File: src/rtl/css_pkg.sv
package css_pkg;

  // Delimiter style codes
  localparam logic [1:0] STYLE_XML  = 2'd0;
  localparam logic [1:0] STYLE_DASH = 2'd1;
  localparam logic [1:0] STYLE_C    = 2'd2;

  // Delimiter characters
  localparam logic [7:0] CH_LT    = 8'h3C;  // <
  localparam logic [7:0] CH_BANG  = 8'h21;  // !
  localparam logic [7:0] CH_DASH  = 8'h2D;  // -
  localparam logic [7:0] CH_GT    = 8'h3E;  // >
  localparam logic [7:0] CH_SLASH = 8'h2F;  // /
  localparam logic [7:0] CH_STAR  = 8'h2A;  // *

  // Work for one input item: a prefix of up to four text bytes, then an
  // optional segment marker.
  typedef struct packed {
    logic [3:0][7:0] bytes;
    logic [2:0]      nbytes;
    logic            marker;
  } css_entry_t;

  // Queue head as seen by the back end
  typedef struct packed {
    logic       valid;
    css_entry_t entry;
  } css_head_t;

endpackage

File: src/rtl/comment_splicer_stream.sv
// Path: a byte's work entry is registered in the work queue, then each result in the output register.
// Throughput: one byte accepted per cycle while the 4-entry work queue has room; results
// leave one per cycle while the master side takes them, so a byte with many results holds the result port.
// Reset (rst, synchronous, active high): style returns to XML, the block leaves any comment,
// drops held bytes and the close window, and empties the work queue and output register.
module comment_splicer_stream #(
  parameter int QUEUE_DEPTH = 4
) (
  input  logic       clk,
  input  logic       rst,
  // Configuration: comment_style
  input  logic       cfg_we,
  input  logic [1:0] cfg_data,
  // Input items
  input  logic       s_tvalid,
  output logic       s_tready,
  input  logic [7:0] s_tdata,   // [7:0] text_byte
  input  logic       s_tlast,   // final_byte
  // Result items
  output logic       m_tvalid,
  input  logic       m_tready,
  output logic [7:0] m_tdata,   // [7:0] out_byte
  output logic [1:0] m_tuser,   // [0] has_byte, [1] segment_end
  output logic       m_tlast    // run_last
);
  import css_pkg::*;

  logic       accept;
  logic       push;
  css_entry_t push_entry;
  logic       pop;
  logic       full;
  css_head_t  head;

  // Accept whenever the queue has room for this item's work
  assign s_tready = !full;
  assign accept = s_tvalid && s_tready;

  // Front: classify each byte against the delimiters, track comment state,
  // and queue the text bytes and marker it releases
  css_front u_front (
    .clk        (clk),
    .rst        (rst),
    .cfg_we     (cfg_we),
    .cfg_data   (cfg_data),
    .accept     (accept),
    .in_byte    (s_tdata),
    .in_final   (s_tlast),
    .push       (push),
    .push_entry (push_entry)
  );

  // Queue: decouple byte intake from result delivery
  css_queue #(
    .DEPTH (QUEUE_DEPTH)
  ) u_queue (
    .clk        (clk),
    .rst        (rst),
    .push       (push),
    .push_entry (push_entry),
    .pop        (pop),
    .full       (full),
    .head       (head)
  );

  // Back: walk each queued entry one result per cycle, while the output is not stalled, into the output register
  css_back u_back (
    .clk      (clk),
    .rst      (rst),
    .head     (head),
    .pop      (pop),
    .m_tvalid (m_tvalid),
    .m_tready (m_tready),
    .m_tdata  (m_tdata),
    .m_tuser  (m_tuser),
    .m_tlast  (m_tlast)
  );

endmodule

File: src/rtl/css_front.sv
module css_front (
  input  logic               clk,
  input  logic               rst,
  input  logic               cfg_we,
  input  logic [1:0]         cfg_data,
  input  logic               accept,
  input  logic [7:0]         in_byte,
  input  logic               in_final,
  output logic               push,
  output css_pkg::css_entry_t push_entry
);
  import css_pkg::*;

  logic [1:0]      style;
  logic            in_comment;
  logic [2:0][7:0] held;
  logic [1:0]      held_count;
  logic [1:0][7:0] close_window;
  logic [1:0]      close_fill;
  logic            segment_nonempty;

  logic [2:0][7:0] held_next;
  logic [1:0]      held_count_next;
  logic            in_comment_next;
  logic [1:0][7:0] close_window_next;
  logic [1:0]      close_fill_next;
  logic            segment_nonempty_next;

  logic [3:0][7:0] cand;
  logic [3:0][7:0] tail;
  logic [2:0]      cn;
  logic [2:0]      olen;
  logic [1:0]      keep;
  logic            open_hit;
  logic            close_hit;
  logic [2:0]      emit;
  logic [2:0]      start;
  logic            work;

  // Queue work only for an item that is actually taken
  assign push = accept && work;

  // Candidate sequence: held bytes followed by the new byte
  always_comb begin
    cand[0] = (held_count == 2'd0) ? in_byte : held[0];
    cand[1] = (held_count == 2'd1) ? in_byte : ((held_count > 2'd1) ? held[1] : 8'h00);
    cand[2] = (held_count == 2'd2) ? in_byte : ((held_count == 2'd3) ? held[2] : 8'h00);
    cand[3] = (held_count == 2'd3) ? in_byte : 8'h00;
    cn = {1'b0, held_count} + 3'd1;
    // tail[j] is the j-th byte counted back from the newest one
    for (int j = 0; j < 4; j++) begin
      tail[j] = cand[2'(held_count - 2'(j))];
    end
  end

  // Delimiter matching per style
  always_comb begin
    case (style)
      STYLE_DASH: begin
        olen = 3'd2;
        open_hit = (held_count >= 2'd1) && (tail[1] == CH_DASH) && (tail[0] == CH_DASH);
        keep = (tail[0] == CH_DASH) ? 2'd1 : 2'd0;
        close_hit = (close_fill >= 2'd1) && (close_window[1] == CH_DASH) &&
                    (in_byte == CH_DASH);
      end
      STYLE_C: begin
        olen = 3'd2;
        open_hit = (held_count >= 2'd1) && (tail[1] == CH_SLASH) && (tail[0] == CH_STAR);
        keep = (tail[0] == CH_SLASH) ? 2'd1 : 2'd0;
        close_hit = (close_fill >= 2'd1) && (close_window[1] == CH_STAR) &&
                    (in_byte == CH_SLASH);
      end
      default: begin
        olen = 3'd4;
        open_hit = (held_count == 2'd3) && (tail[3] == CH_LT) && (tail[2] == CH_BANG) &&
                   (tail[1] == CH_DASH) && (tail[0] == CH_DASH);
        if ((held_count >= 2'd2) && (tail[2] == CH_LT) && (tail[1] == CH_BANG) &&
            (tail[0] == CH_DASH)) begin
          keep = 2'd3;
        end else if ((held_count >= 2'd1) && (tail[1] == CH_LT) && (tail[0] == CH_BANG)) begin
          keep = 2'd2;
        end else if (tail[0] == CH_LT) begin
          keep = 2'd1;
        end else begin
          keep = 2'd0;
        end
        close_hit = (close_fill >= 2'd2) && (close_window[0] == CH_DASH) &&
                    (close_window[1] == CH_DASH) && (in_byte == CH_GT);
      end
    endcase
  end

  // Next state and the work entry for this item
  always_comb begin
    emit = cn - {1'b0, keep};
    start = emit;
    held_next = held;
    held_count_next = held_count;
    in_comment_next = in_comment;
    close_window_next = close_window;
    close_fill_next = close_fill;
    segment_nonempty_next = segment_nonempty;
    push_entry.bytes = cand;
    push_entry.nbytes = 3'd0;
    push_entry.marker = 1'b0;
    work = 1'b0;

    if (in_comment) begin
      if (close_hit) begin
        in_comment_next = 1'b0;
        held_count_next = 2'd0;
        segment_nonempty_next = 1'b0;
        close_fill_next = 2'd0;
      end else begin
        close_window_next[0] = close_window[1];
        close_window_next[1] = in_byte;
        if (close_fill < 2'd2) begin
          close_fill_next = close_fill + 2'd1;
        end
      end
    end else if (open_hit) begin
      // Release text before the open delimiter and close the segment
      push_entry.nbytes = cn - olen;
      push_entry.marker = 1'b1;
      work = 1'b1;
      in_comment_next = 1'b1;
      held_count_next = 2'd0;
      close_fill_next = 2'd0;
      segment_nonempty_next = 1'b0;
    end else if (in_final) begin
      // Flush everything; the segment is nonempty by construction
      push_entry.nbytes = cn;
      push_entry.marker = 1'b1;
      work = 1'b1;
    end else begin
      push_entry.nbytes = emit;
      work = (emit != 3'd0);
      for (int i = 0; i < 3; i++) begin
        held_next[i] = cand[2'(start + 3'(i))];
      end
      held_count_next = keep;
      segment_nonempty_next = segment_nonempty | (emit != 3'd0);
    end

    if (in_final) begin
      in_comment_next = 1'b0;
      held_count_next = 2'd0;
      close_fill_next = 2'd0;
      segment_nonempty_next = 1'b0;
    end
  end

  always_ff @(posedge clk) begin
    if (rst) begin
      style <= STYLE_XML;
      in_comment <= 1'b0;
      held_count <= 2'd0;
      close_fill <= 2'd0;
      segment_nonempty <= 1'b0;
    end else begin
      if (cfg_we) begin
        style <= cfg_data;
      end
      if (accept) begin
        in_comment <= in_comment_next;
        held_count <= held_count_next;
        close_fill <= close_fill_next;
        segment_nonempty <= segment_nonempty_next;
      end
    end
  end

  always_ff @(posedge clk) begin
    if (accept) begin
      held <= held_next;
      close_window <= close_window_next;
    end
  end

endmodule

File: src/rtl/css_queue.sv
module css_queue #(
  parameter int DEPTH = 4
) (
  input  logic                clk,
  input  logic                rst,
  input  logic                push,
  input  css_pkg::css_entry_t push_entry,
  input  logic                pop,
  output logic                full,
  output css_pkg::css_head_t  head
);
  import css_pkg::*;

  localparam int PW = (DEPTH > 1) ? $clog2(DEPTH) : 1;
  localparam int CW = $clog2(DEPTH + 1);

  css_entry_t    slots [DEPTH];
  logic [PW-1:0] wr_ptr;
  logic [PW-1:0] rd_ptr;
  logic [CW-1:0] count;

  assign full = (count == CW'(DEPTH));
  assign head.valid = (count != '0);
  assign head.entry = slots[rd_ptr];

  always_ff @(posedge clk) begin
    if (rst) begin
      wr_ptr <= '0;
      rd_ptr <= '0;
      count <= '0;
    end else begin
      if (push) begin
        wr_ptr <= (wr_ptr == PW'(DEPTH - 1)) ? '0 : wr_ptr + PW'(1);
      end
      if (pop) begin
        rd_ptr <= (rd_ptr == PW'(DEPTH - 1)) ? '0 : rd_ptr + PW'(1);
      end
      if (push && !pop) begin
        count <= count + CW'(1);
      end else if (pop && !push) begin
        count <= count - CW'(1);
      end
    end
  end

  always_ff @(posedge clk) begin
    if (push) begin
      slots[wr_ptr] <= push_entry;
    end
  end

endmodule

File: src/rtl/css_back.sv
module css_back (
  input  logic               clk,
  input  logic               rst,
  input  css_pkg::css_head_t head,
  output logic               pop,
  output logic               m_tvalid,
  input  logic               m_tready,
  output logic [7:0]         m_tdata,
  output logic [1:0]         m_tuser,
  output logic               m_tlast
);
  import css_pkg::*;

  logic [2:0] pos;
  logic [2:0] total;
  logic       issue;
  logic       is_byte;
  logic       last;

  assign total = head.entry.nbytes + {2'b00, head.entry.marker};
  assign issue = head.valid && (!m_tvalid || m_tready);
  assign is_byte = (pos < head.entry.nbytes);
  assign last = (pos == total - 3'd1);
  assign pop = issue && last;

  always_ff @(posedge clk) begin
    if (rst) begin
      pos <= 3'd0;
      m_tvalid <= 1'b0;
    end else begin
      if (issue) begin
        m_tvalid <= 1'b1;
        pos <= last ? 3'd0 : pos + 3'd1;
      end else if (m_tready) begin
        m_tvalid <= 1'b0;
      end
    end
  end

  always_ff @(posedge clk) begin
    if (issue) begin
      m_tdata <= is_byte ? head.entry.bytes[pos[1:0]] : 8'h00;
      m_tuser <= {!is_byte, is_byte};
      m_tlast <= last;
    end
  end

endmodule
File: config.mk
export PLATFORM = sky130hd
export DESIGN_NAME = comment_splicer_stream
export DESIGN_NICKNAME = d
export VERILOG_FILES = /design/src/rtl/css_pkg.sv /design/src/rtl/comment_splicer_stream.sv /design/src/rtl/css_front.sv /design/src/rtl/css_queue.sv /design/src/rtl/css_back.sv
export SDC_FILE = /design/constraint.sdc
export NUM_CORES = 1
export LEC_CHECK = 0
export BUFFER_PORTS_ARGS = -buffer_cell sky130_fd_sc_hd__buf_2
export CORE_UTILIZATION = 63
export CTS_CLUSTER_SIZE = 25
export DETAILED_ROUTE_END_ITERATION = 16
export PLACE_DENSITY = 0.8
export SLEW_MARGIN = 20
export SYNTH_ARGS = -nofsm -noshare
export SYNTH_HDL_FRONTEND = slang
export SYNTH_SLANG_ARGS = --single-unit
File: constraint.sdc
create_clock -name clk -period 7.5 [get_ports clk]
set_input_delay 0.375 -clock clk [delete_from_list [all_inputs] [get_ports clk]]
set_output_delay 0.375 -clock clk [all_outputs]
set_load 0.02 [all_outputs]
==> flow_summary_export.csv <==
group,metric,value,unit
clock_network,postCtsSetupRepairBufs,0,
clock_network,cts-htree-levels,1,
power_and_ir_drop,vdd.ir_drop.worst,0.1905,mV
place,postPlaceCellArea,10780,um^2
outcome,status,"finished, final reports clean",
sta,clock.fmax,160.0,MHz
yosys,ys_async_sr_fraction,0,%
yosys,synth_nets,706,
die,row_count,46,
die,die_height,130.6,um
die,ios,29,
sta,final.setup_skew,0.01179,ns
clock_network,cts_root_buf,"clkbuf_16",
yosys,yosysUniqueCellTypes,72,
yosys,synth_enable_flop_cells,195,
min_path,holdCritPathClass,"input port to flop",
routing,met3_length,1867,um
die,initial_utilization,65.13,%
routing,vias,6228,
clock_network,clock_tree_from_tritoncts,"done",
setup_path,worst-endpoint-arrival,6.68,ns
routing,post_drt_wl_per_cell,25.52,um
die,die_area,17060,um^2
routing,route.detailed.drc,0,
sta,hold_viol,0,
finish,finish.instance_area,11500,um^2
setup_path,kind_of_critical_path,"flop to flop",
sta,max-slew-margin-rel,32.62,%
grt,overflow,0,
yosys,avg_inst_size_synth,15.65,um^2
setup_path,critPathRequiredTime,7.93,ns
flow_run,maximum_capacitance_violations,0,
setup_path,critical_path_cell_by_cell,"inv_1 > ha_1 > nand3b_1 > nand2_1 > mux4_2 > nor4_1 > nand3b_1 > o31ai_1 > a21oi_1 > inv_1 > ha_1 > inv_1 > fa_1 > clkinv_1 > ha_1 > nand2_1 > nor2_1 > a21oi_4 > ha_1 > inv_1 > fa_1 > xor2_1 > or3_1 > a21oi_1",
yosys,netlist.top_cell.by_area,"edfxtp_1",
routing,wire_length_on_met2,11360,um
routing,vias_per_cell,6.740,
setup_path,critPathLaunchType,"flop",
sta,grt_setup_unrepaired,"no",
place,port_buffers,28,
clock_network,clock-sinks,215,
routing,ant_nets,0,
die,die-width,130.6,um
clock_network,cts_hold_buffers,0,
yosys,ys_warn_count,0,
clock_network,clkTransAtPathRegs,0.06,ns
yosys,synth.top_cell.area_share,56.19,%
grt,grt_start_max_net_pins,37,
sta,final.min_clock_period,6.251,ns
sta,number_of_failing_setup_endpoints_in_the_final_timing_report,0,
routing,top_metal_layer_carrying_routed_signals,"met4",
yosys,cell_area_after_synthesis,10420,um^2
grt,first_global_vias,6357,
routing,starting_drt_drc_count,584,
yosys,ys_top_cells_by_area,"edfxtp_1 (56%), mux4_2 (15%), dfxtp_1 (3.8%)",
sta,period_share,83.34,%
place,hpwl,15460,um
clock_network,numCtsBuffers,22,
finish,drive_above_1_share,23.87,%
finish,syn_to_final_growth,10.31,%
power_and_ir_drop,p_leak,3.834,nW
yosys,synth_flop_cell,"edfxtp_1",
clock_network,cts-root-to-sink-buffers,3,
place,globalplace.congestion,0.8983,
yosys,synth_cells,666,
sta,final-max-slew-violation-count,0,
routing,drt_first_pass_iters,5,
yosys,synth-seq-area-share,60.03,%
setup_path,crit_slowest_cell,"ha_1",
grt,antenna_violations_before_repair,0,
clock_network,clk-insertion-delay-late,0.50,ns
power_and_ir_drop,power_density,281.0,nW/um^2
routing,met1_length,9582,um
sta,final_critical_path_setup_slack,1.249,ns
yosys,number_of_synthesized_register_bits,215,
sta,timing_worst_slew_pin_value,1.009,ns
grt,grt_pass1_wl,35940,um
finish,final_net_count,732,
grt,grtUsageTotal,29.30,%
setup_path,timing.critical_path.to_type,"flop",
routing,drt-total-wl,23580,um
sta,setup-tns-final,0,ns
finish,antenna-diode-count,0,
setup_path,path_max_fanout,25,
setup_path,critical_path.max_stage_delay,0.84,ns
place,place_ws,1.331,ns
clock_network,cts-resized-gates,0,
die,core-area,16000,um^2
kinds of logic (layout without fill, tap and decap cells):
kind of cell | after synthesis | count (layout) | synth area share [%]
and+or+nand+nor | 155 | 155 | 8.176
muxes | 107 | 107 | 18.93
adders and majority gates | 24 | 24 | 3.098
xor gates and xnor gates | 8 | 8 | 0.6724
buffers and inverters | 72 | 114 | 2.833
AOI/OAI and AO/OA | 85 | 85 | 6.255
DFF | 215 | 215 | 60.03
registers in the layout, summed over array words and instances (netlist names), 2 cells and up, named ones only:
| register | flops |
|---|---|
| u_back.m_tuser | 2 |
| u_queue.rd_ptr | 2 |
| u_front.close_window | 16 |
| u_queue.slots | 144 |
| u_front.held | 24 |
| u_front.held_count | 2 |
| u_queue.count | 3 |
| u_front.style | 2 |
| u_front.close_fill | 2 |
| u_back.m_tdata | 8 |
| u_queue.wr_ptr | 2 |
| u_back.pos | 3 |
critical path, delay by kind of cell, from the launching register on:
kind / cells / cell delay [ns]
flops: 1 / 0.31
compound gates: 4 / 0.70
simple gates: 7 / 1.37
mux: 1 / 0.56
buf+inv: 5 / 0.70
xor+xnor: 1 / 0.18
fa+ha+maj: 6 / 2.36
layer usage:
metal	vias up	GRT usage [%]
met1	3146	40.16
met2	312	47.09
met3	59	5.619
li1	2711	-
met4	0	11.29
met5	-	0
synth_stat cells, drive strengths merged, types with 6 or more instances:
| cell | instances |
|---|---|
| nand2 | 37 |
| mux2i | 25 |
| nor2b | 11 |
| nand3b | 6 |
| a21oi | 16 |
| buf | 20 |
| a22o | 7 |
| mux2 | 11 |
| nor2 | 27 |
| nand3 | 10 |
| nand2b | 7 |
| mux4 | 71 |
| inv | 29 |
| dfxtp | 20 |
| ha | 21 |
| o21ai | 13 |
| edfxtp | 195 |
| clkbuf | 21 |
| and2 | 12 |
| nor3 | 8 |
through the flow:
step                      hold WS (ns)  cells  power [mW]  utilization [%]
after CTS                       0.1085    924       3.252            71.85
after detailed placement        0.4296    884       2.201            67.40
after global routing            0.1498    924       3.357            71.85
after global placement          0.4189    884       2.161            67.38
after floorplan                 0.4176    666       1.996                -
final                           0.1131    924       3.231            71.85
final timing paths:
check / start / cells past startpoint / slack, ns / endpoint
setup / recovery: u_front.held_count[0] / 24 / 1.25 / u_queue.count[2]
hold / removal: cfg_data[0] / 3 / 0.11 / u_front.style[0]
setup reg to reg: u_front.held_count[0] / 24 / 1.25 / u_queue.count[2]
hold reg to reg: u_front.close_window[13] / 0 / 0.44 / u_front.close_window[5]
layout by cell type, fill, tap and decap left out, drive strengths merged, types with 8 or more instances in the layout:
cell type / synthesis / final
edfxtp: 195 / 195
nor2b: 11 / 11
mux4: 71 / 71
nand2: 37 / 37
and2: 12 / 12
nand3: 10 / 10
nor3: 8 / 8
nor2: 27 / 27
dfxtp: 20 / 20
mux2: 11 / 11
mux2i: 25 / 25
ha: 21 / 21
clkbuf: 21 / 32
a21oi: 16 / 16
inv: 29 / 29
o21ai: 13 / 13
buf: 20 / 43
report_power, final:
part	switching, mW	total, mW	internal (mW)
Sequential	0.0787	1.55	1.47
Clock	0.426	1.05	0.627
Combinational	0.354	0.624	0.271
Total	0.859	3.23	2.37
layout make-up:
type | count | area, um^2
Clock buffer | 32 | 639.4
Timing Repair Buffer | 43 | 265.3
Multi-Input combinational cell | 379 | 3875
Inverter | 31 | 116.4
Clock inverter | 8 | 72.57
Sequential cell | 215 | 6257
Tap cell | 216 | 270.3
Fill cell | 1030 | 4504
(Power assumes the default switching activity.)
